File: src/rtl/tcpq_pkg.sv
// Shared constants and types for the two-class priority queue.
package tcpq_pkg;

	localparam int DATA_W        = 24;
	localparam int DEPTH_DEFAULT = 16;

	typedef enum logic {
		OP_PUSH = 1'b0,
		OP_POP  = 1'b1
	} op_t;

	typedef struct packed {
		logic accepted;
		logic pop_valid;
		logic from_urgent;
	} result_flags_t;

endpackage

File: src/rtl/two_class_priority_queue_top.sv
// Two-class strict-priority queue: urgent ring served before normal ring.
// The result appears in the cycle after the input transfer; the result register is the only stage.
// Throughput: one push or pop per cycle while out_stall is low, set by the single pass through the ring control.
// Read data is captured by the selected ring's memory port at the input transfer.
// Reset clears pointers, counts and result valid; ring contents are undefined until written.
module two_class_priority_queue_top #(
	parameter int DEPTH = tcpq_pkg::DEPTH_DEFAULT,
	localparam int PTR_W = $clog2(DEPTH),
	localparam int CNT_W = $clog2(DEPTH + 1)
) (
	input  logic                        clk,
	input  logic                        arst_n,
	input  logic                        in_valid,
	output logic                        in_stall,
	input  logic                        operation,
	input  logic                        urgent,
	input  logic [tcpq_pkg::DATA_W-1:0] payload,
	output logic                        out_valid,
	input  logic                        out_stall,
	output logic                        accepted,
	output logic                        pop_valid,
	output logic                        out_urgent,
	output logic [tcpq_pkg::DATA_W-1:0] out_payload,
	output logic [CNT_W-1:0]            occupancy,
	output logic                        is_empty,
	output logic                        is_full
);

	logic                        urg_wr_en, urg_rd_en, norm_wr_en, norm_rd_en;
	logic [PTR_W-1:0]            urg_wr_addr, urg_rd_addr, norm_wr_addr, norm_rd_addr;
	logic [tcpq_pkg::DATA_W-1:0] urg_rd_data, norm_rd_data;
	tcpq_pkg::result_flags_t     flags;
	logic [CNT_W-1:0]            count;

	tcpq_ctrl #(.DEPTH(DEPTH)) u_ctrl (
		.clk          (clk),
		.arst_n       (arst_n),
		.in_valid     (in_valid),
		.in_stall     (in_stall),
		.operation    (operation),
		.urgent       (urgent),
		.out_valid    (out_valid),
		.out_stall    (out_stall),
		.urg_wr_en    (urg_wr_en),
		.urg_wr_addr  (urg_wr_addr),
		.urg_rd_en    (urg_rd_en),
		.urg_rd_addr  (urg_rd_addr),
		.norm_wr_en   (norm_wr_en),
		.norm_wr_addr (norm_wr_addr),
		.norm_rd_en   (norm_rd_en),
		.norm_rd_addr (norm_rd_addr),
		.flags        (flags),
		.count        (count)
	);

	tcpq_store #(.DEPTH(DEPTH)) u_urg_store (
		.clk     (clk),
		.wr_en   (urg_wr_en),
		.wr_addr (urg_wr_addr),
		.wr_data (payload),
		.rd_en   (urg_rd_en),
		.rd_addr (urg_rd_addr),
		.rd_data (urg_rd_data)
	);

	tcpq_store #(.DEPTH(DEPTH)) u_norm_store (
		.clk     (clk),
		.wr_en   (norm_wr_en),
		.wr_addr (norm_wr_addr),
		.wr_data (payload),
		.rd_en   (norm_rd_en),
		.rd_addr (norm_rd_addr),
		.rd_data (norm_rd_data)
	);

	always_comb begin
		out_payload = '0;
		if (flags.pop_valid) begin
			out_payload = flags.from_urgent ? urg_rd_data : norm_rd_data;
		end
	end

	assign accepted   = flags.accepted;
	assign pop_valid  = flags.pop_valid;
	assign out_urgent = flags.from_urgent;
	assign occupancy  = count;
	assign is_empty   = (count == '0);
	assign is_full    = (count == CNT_W'(DEPTH));

endmodule

File: src/rtl/tcpq_store.sv
// Ring storage for one priority class, with registered read data.
module tcpq_store #(
	parameter int DEPTH = tcpq_pkg::DEPTH_DEFAULT,
	localparam int PTR_W = $clog2(DEPTH)
) (
	input  logic                       clk,
	input  logic                       wr_en,
	input  logic [PTR_W-1:0]           wr_addr,
	input  logic [tcpq_pkg::DATA_W-1:0] wr_data,
	input  logic                       rd_en,
	input  logic [PTR_W-1:0]           rd_addr,
	output logic [tcpq_pkg::DATA_W-1:0] rd_data
);

	logic [tcpq_pkg::DATA_W-1:0] mem [DEPTH];
	logic [tcpq_pkg::DATA_W-1:0] rd_data_q;

	always_ff @(posedge clk) begin
		if (wr_en) begin
			mem[wr_addr] <= wr_data;
		end
		if (rd_en) begin
			rd_data_q <= mem[rd_addr];
		end
	end

	assign rd_data = rd_data_q;

endmodule

File: src/rtl/tcpq_ctrl.sv
// Ring pointers, counts, push and pop decision and the result register.
module tcpq_ctrl #(
	parameter int DEPTH = tcpq_pkg::DEPTH_DEFAULT,
	localparam int PTR_W = $clog2(DEPTH),
	localparam int CNT_W = $clog2(DEPTH + 1)
) (
	input  logic                        clk,
	input  logic                        arst_n,
	input  logic                        in_valid,
	output logic                        in_stall,
	input  logic                        operation,
	input  logic                        urgent,
	output logic                        out_valid,
	input  logic                        out_stall,
	output logic                        urg_wr_en,
	output logic [PTR_W-1:0]            urg_wr_addr,
	output logic                        urg_rd_en,
	output logic [PTR_W-1:0]            urg_rd_addr,
	output logic                        norm_wr_en,
	output logic [PTR_W-1:0]            norm_wr_addr,
	output logic                        norm_rd_en,
	output logic [PTR_W-1:0]            norm_rd_addr,
	output tcpq_pkg::result_flags_t     flags,
	output logic [CNT_W-1:0]            count
);

	logic [PTR_W-1:0] urg_head_q, urg_tail_q, norm_head_q, norm_tail_q;
	logic [CNT_W-1:0] urg_count_q, total_q;
	logic             valid_s1;
	tcpq_pkg::result_flags_t flags_s1, flags_d;
	logic             take;
	logic             do_push, do_pop, pop_urg;

	function automatic logic [PTR_W-1:0] ring_next(input logic [PTR_W-1:0] p);
		ring_next = (p == PTR_W'(DEPTH - 1)) ? '0 : p + PTR_W'(1);
	endfunction

	assign in_stall = valid_s1 && out_stall;
	assign take     = in_valid && !in_stall;

	always_comb begin
		do_push = 1'b0;
		do_pop  = 1'b0;
		unique case (tcpq_pkg::op_t'(operation))
			tcpq_pkg::OP_PUSH: do_push = take && (total_q != CNT_W'(DEPTH));
			tcpq_pkg::OP_POP:  do_pop  = take && (total_q != '0);
			default: ;
		endcase
	end

	assign pop_urg = urg_count_q != '0;

	assign urg_wr_en    = do_push && urgent;
	assign norm_wr_en   = do_push && !urgent;
	assign urg_rd_en    = do_pop && pop_urg;
	assign norm_rd_en   = do_pop && !pop_urg;
	assign urg_wr_addr  = urg_tail_q;
	assign norm_wr_addr = norm_tail_q;
	assign urg_rd_addr  = urg_head_q;
	assign norm_rd_addr = norm_head_q;

	always_comb begin
		flags_d.accepted    = do_push;
		flags_d.pop_valid   = do_pop;
		flags_d.from_urgent = do_pop && pop_urg;
	end

	always_ff @(posedge clk or negedge arst_n) begin
		if (!arst_n) begin
			urg_head_q  <= '0;
			urg_tail_q  <= '0;
			norm_head_q <= '0;
			norm_tail_q <= '0;
			urg_count_q <= '0;
			total_q     <= '0;
			valid_s1    <= 1'b0;
		end else begin
			if (take) begin
				valid_s1 <= 1'b1;
			end else if (!out_stall) begin
				valid_s1 <= 1'b0;
			end
			if (urg_wr_en) begin
				urg_tail_q  <= ring_next(urg_tail_q);
				urg_count_q <= urg_count_q + CNT_W'(1);
			end
			if (norm_wr_en) begin
				norm_tail_q <= ring_next(norm_tail_q);
			end
			if (urg_rd_en) begin
				urg_head_q  <= ring_next(urg_head_q);
				urg_count_q <= urg_count_q - CNT_W'(1);
			end
			if (norm_rd_en) begin
				norm_head_q <= ring_next(norm_head_q);
			end
			if (do_push) begin
				total_q <= total_q + CNT_W'(1);
			end else if (do_pop) begin
				total_q <= total_q - CNT_W'(1);
			end
		end
	end

	always_ff @(posedge clk) begin
		if (take) begin
			flags_s1 <= flags_d;
		end
	end

	assign out_valid = valid_s1;
	assign flags     = flags_s1;
	assign count     = total_q;

endmodule

File: config.mk
export PLATFORM = sky130hd
export DESIGN_NAME = two_class_priority_queue_top
export DESIGN_NICKNAME = d
export VERILOG_FILES = /design/src/rtl/tcpq_pkg.sv /design/src/rtl/two_class_priority_queue_top.sv /design/src/rtl/tcpq_store.sv /design/src/rtl/tcpq_ctrl.sv
export SDC_FILE = /design/constraint.sdc
export NUM_CORES = 1
export LEC_CHECK = 0
export ABC_AREA = 1
export BUFFER_PORTS_ARGS = -buffer_cell sky130_fd_sc_hd__buf_2
export CORE_MARGIN = 3
export CORE_UTILIZATION = 51
export DETAILED_ROUTE_END_ITERATION = 7
export PLACE_DENSITY = 0.66
export SLEW_MARGIN = 5
export SYNTH_ARGS = -nofsm -noshare
export SYNTH_HDL_FRONTEND = slang
export SYNTH_SLANG_ARGS = --single-unit
File: constraint.sdc
create_clock -name clk -period 6.6 [get_ports clk]
set_input_delay 0.33 -clock clk [delete_from_list [all_inputs] [get_ports clk]]
set_output_delay 0.33 -clock clk [all_outputs]
set_load 0.05 [all_outputs]
# Word-level counts from Yosys, hierarchy flattened
# Memories as Yosys holds them, arrays and structs flattened. A register that Yosys moved wholly into a read port is not among the register bits.
# Cells that the tools add are included.
dict set report word_totals {
  register_bits 30
  ram_bits 768
  output_inout_bits 36
  elab_cells 61
  n_memories 2
}
# name words word_bits rd rd_clocked_by_memory_dff wr line_no
set mem_list {}
lappend mem_list {u_norm_store.mem 16 24 1 1 1 tcpq_store.sv:15} ;# logic [tcpq_pkg::DATA_W-1:0] mem [DEPTH];
lappend mem_list {u_urg_store.mem 16 24 1 1 1 tcpq_store.sv:15}
dict set report classes {
  addsub 8
  n_eq_ne 7
  muxes 18
  n_reduce_logical 16
}
# operator n
set ops {}
lappend ops {{$mux W24} 2}
lappend ops {{$mux W5} 4}
lappend ops {{$add A4 B1 Y4 const B} 4}
lappend ops {{$eq A4 B4 Y1 const B} 4}
lappend ops {{$mux W4} 4}
lappend ops {{$add A5 B1 Y5 const B} 2}
lappend ops {{$reduce_bool A5 Y1} 2}
lappend ops {{$sub A5 B1 Y5 const B} 2}
lappend ops {{$logic_and A1 B1 Y1} 8}
lappend ops {{$mux W1} 8}
lappend ops {{$eq A5 B5 Y1 const B} 1}
lappend ops {{$logic_not A5 Y1} 1}
lappend ops {{$ne A5 B5 Y1 const B} 1}
lappend ops {{$reduce_bool A2 Y1} 2}
lappend ops {{$logic_not A1 Y1} 3}
lappend ops {{$ne A2 B1 Y1 const B} 1}

# Logic depth before layout (Yosys ltp)
dict set report depth {
  ltp_word 8
  ltp_mapped 13
  ltp_nobuf 13
}

# Cells and area by module
# A second synthesis with hierarchy kept.
dict set report hier_totals {
  cells_unflattened 3509
  area_unflattened_um2 36576.3
}
# module n_inst cells_per_inst area_each_um2 seq_area_each_um2
set by_module_without_submodules {}
lappend by_module_without_submodules {tcpq_store 2 1597 17191.5 12251.8}
lappend by_module_without_submodules {tcpq_ctrl 1 182 1670.4 765.7}
lappend by_module_without_submodules {two_class_priority_queue_top 1 133 523.0 0.0}

# Worst setup path after synthesis
# Ideal clock, no wire load.
dict set report synth_timing {
  kind {reg2reg}
  start {reg u_ctrl.total_q[1], in the netlist u_ctrl.count[1]}
  end {mem u_urg_store.mem[0][0] (netlist bit) (enable)}
  setup_time_ns 0.405
  t_arrival_ns 2.489
  required_ns 6.195
  setup_slack_ns 3.706
  path_stages_with_launch 8
  n_path_buf 1
  path_cell_list {dfrtp_1 -> nor2_1 -> nand3_1 -> nand2_2 -> nor2_2 -> buf_4 -> nand2_1 -> nor2_1}
}
dict set report synth_between {
  elab_chain_cells 6
}
# element line_no
set synth_lines {}
lappend synth_lines {{start, declared} tcpq_ctrl.sv:28} ;# logic [CNT_W-1:0] urg_count_q, total_q;
lappend synth_lines {{start signal, assigned} tcpq_ctrl.sv:98} ;# total_q <= total_q + CNT_W'(1);
lappend synth_lines {{start signal, assigned} tcpq_ctrl.sv:100} ;# total_q <= total_q - CNT_W'(1);
lappend synth_lines {{$ne A5 B5 Y1} tcpq_ctrl.sv:45} ;# tcpq_pkg::OP_PUSH: do_push = take && (total_q != CNT_W'(DEPTH));
lappend synth_lines {{$logic_and A1 B1 Y1} tcpq_ctrl.sv:45}
lappend synth_lines {{$mux W1} tcpq_ctrl.sv:44} ;# unique case (tcpq_pkg::op_t'(operation))
lappend synth_lines {{$logic_and A1 B1 Y1} tcpq_ctrl.sv:53} ;# assign urg_wr_en = do_push && urgent;
lappend synth_lines {{$mux W1} tcpq_store.sv:19} ;# if (wr_en) begin
lappend synth_lines {{$mux W1 (implied by the code)} tcpq_store.sv:20} ;# mem[wr_addr] <= wr_data;
lappend synth_lines {{end, declared} tcpq_store.sv:15}
# Every way passes these cells.

==> results.cfg <==
[run_status]
outcome = finished clean

[yosys]
ys_top_cells_by_area = edfxtp_1, nor2_1, o21ai_0
yosysTopAreaCell = edfxtp_1
synth_nets = 2657
synth_seq_cells = 846
syn-instance-count = 2609
yosys.cell_types.count = 32
synth_edf_count = 819
async_flop_share = 0.03191
syn_area_per_cell_um2 = 12.84
ys_warn_count = 0
ys_seq_area_frac = 0.7541
synth_top_area_frac = 0.7340
synthFlopType = edfxtp_1
syn_area_um2 = 33510

[flow_run]
maxCapViolCount = 0

[detailed_routing]
vias = 21157
wl_per_cell_um = 23.74
drt-total-wl_mm = 84.98
drc = 0
via_per_inst = 5.910
first_iter_violations = 2697
drt_pass1_iterations = 5
drtAntennaViolNets = 0

[finish]
finalNetCount = 2707
design_area_um2 = 37150
final-seq-area_um2 = 25280
fin_cells = 3580
post-route-util = 0.5742
syn_to_final_growth_pct = 10.87
final_common_cell = edfxtp_1
final_cell_mix = edfxtp_1, nor2_1, nand2_1
multiInputGateArea_um2 = 7390
fillers = 5201
drive_gt1_frac = 0.09809

[placement]
placed_area_um2 = 34620
gp_congestion = 0.8380
portBuffers = 65
hpwl_mm = 44.08
dp.cells = 3426
dp_slack_ps = 3705

[setup_path]
crit_fanout = 124
path_class = flip-flop to flip-flop
reg2reg_from = u_ctrl.norm_rd_addr[0]$_DFFE_PN0P_
crit_path_start_kind = flip-flop
setup.worst_path.start = u_ctrl.norm_rd_addr[0]$_DFFE_PN0P_
end_kind = flip-flop
worstPathArrival_ps = 3410
crit_required_ps = 7100

[clock_network]
cts_hold_buf = 3
cts_max_level = 3
cts_buffers = 83
post-cts-setup-buffers = 0
insertion_delay_ps = 630
post_cts_resized = 0
cts.clk_slew.worst_paths_ps = 60
cts_tree = built
root_buffer = clkbuf_16
cts_buffer_depth = 3
cts_sinks = 846

[global_route]
track_usage = 0.2423
first_global_vias = 20261
grt-ovfl-total = 0
met2_usage = 0.3856
grt_use_met3 = 0.04419
grt_max_degree = 125
grt-busiest-layer = met2
gr-usage-met1 = 0.3374
antenna_found_initial = 5
grt_pass1_wl_mm = 126.1

[floorplanning]
num_rows = 93
die_y_um = 262.3
die_w_um = 262.3
die_area_um2 = 68810
start_util = 0.5179
pin_count = 66
core-area_um2 = 64700

[pwr]
p_leak_nw = 12.50
p_total_mw = 15.10
p_per_area_nw_per_um2 = 406.5
ir_worst_vdd_mv = 0.2739

[sta]
period_share = 0.4416
rsz0062_at_grt = no
worst-slew-pin-transition_ps = 1253
postLayoutSetupSlackWorst_ps = 3685
whs_ps = 99.81
finalSetupViolations = 0
finClkSkew_ps = 14.39
max_freq_mhz = 343.1
fin_tns_setup_ps = 0
fin_crit_ps = 2915
finalMaxSlewViolations = 0
hold_viol = 0
worst_slew_margin_rel = 0.1638

[worst_hold_path]
hp-class = input pin to flip-flop
min-delay-start = urgent
==> per-layer routing <==
| metal | share of wire | wire length (um) | up-vias |
|---|---|---|---|
| met1 | 0.40 | 34370 | 10435 |
| met3 | 0.092 | 7825 | 192 |
| met2 | 0.47 | 39850 | 1019 |
| met4 | 0.034 | 2925 | 0 |
| met5 | 0 | 0 | - |
| li1 | - | - | 9511 |
==> cell usage after synthesis, types with 12 or more instances <==
library cell  count
buf_2            51
nand2_1         402
a31oi_1          47
nand3_1         119
dfrtp_1          27
o21ai_0         303
o211ai_1         85
buf_4            12
edfxtp_1        819
o21ai_1          43
inv_1            34
nor2_1          473
o22ai_1          48
buf_6            12
clkbuf_1         70
ha_1             16
==> critical path, cell delays in order (launching register included) <==
cell and delay, ps:
dfrtp_4 620, inv_6 700, buf_4 730, nand2_1 100, nand3_1 120, nand2_1 70, a31oi_1 210, nand2_1 70
nand2_1 80
==> kinds of logic after synthesis <==
kind of cell / Yosys count / synth area share
AOI/OAI and AO/OA: 537 / 0.09029
xor gates and xnor gates: 12 / 0.003137
adders and majority gates: 18 / 0.007170
buffers and inverters: 195 / 0.02793
DFF: 846 / 0.7541
and+or+nand+nor: 1001 / 0.1173
==> power by group <==
| group | switching [mW] | internal [mW] | total (mW) |
|---|---|---|---|
| Combinational | 2.98 | 1.17 | 4.15 |
| Clock | 1.94 | 2.47 | 4.41 |
| Sequential | 0.323 | 6.21 | 6.54 |
| Total | 5.24 | 9.86 | 15.1 |
==> cell type report <==
cell class | instances | area share
Antenna cell | 3 | 0.0002021
Clock buffer | 114 | 0.06187
Clock inverter | 34 | 0.005119
Inverter | 41 | 0.004345
Multi-Input combinational cell | 1568 | 0.1989
Sequential cell | 846 | 0.6805
Tap cell | 855 | 0.02880
Timing Repair Buffer | 119 | 0.02021
==> path summary, 6_finish.rpt <==
path / depth (start not counted) / endpoint / slack [ps]
worst max-delay path: 8 / u_norm_store.rd_data[18]$_DFFE_PP_ / 3690
worst min-delay path: 4 / u_ctrl.norm_wr_addr[1]$_DFFE_PN0P_ / 100
worst max register to register: 8 / u_norm_store.rd_data[18]$_DFFE_PP_ / 3690
worst min register to register: 3 / u_ctrl.urg_count_q[4]$_DFFE_PN0P_ / 550
max in group asynchronous: 2 / u_ctrl.urg_rd_addr[0]$_DFFE_PN0P_ / 5710
min in group asynchronous: 2 / u_ctrl.norm_rd_addr[1]$_DFFE_PN0P_ / 310
==> state kept, by name, indices dropped and copies added, names as in the netlist <==
| register | flops |
|---|---|
| u_urg_store.rd_data | 24 |
| u_ctrl.out_valid | 1 |
| u_ctrl.urg_rd_addr | 4 |
| u_ctrl.count | 5 |
| u_ctrl.urg_count_q | 5 |
| u_ctrl.urg_wr_addr | 4 |
| u_urg_store.mem | 384 |
| u_ctrl.flags | 3 |
| u_ctrl.norm_rd_addr | 4 |
| u_ctrl.norm_wr_addr | 4 |
| u_norm_store.rd_data | 24 |
| u_norm_store.mem | 384 |
(Power assumes the default switching activity.)
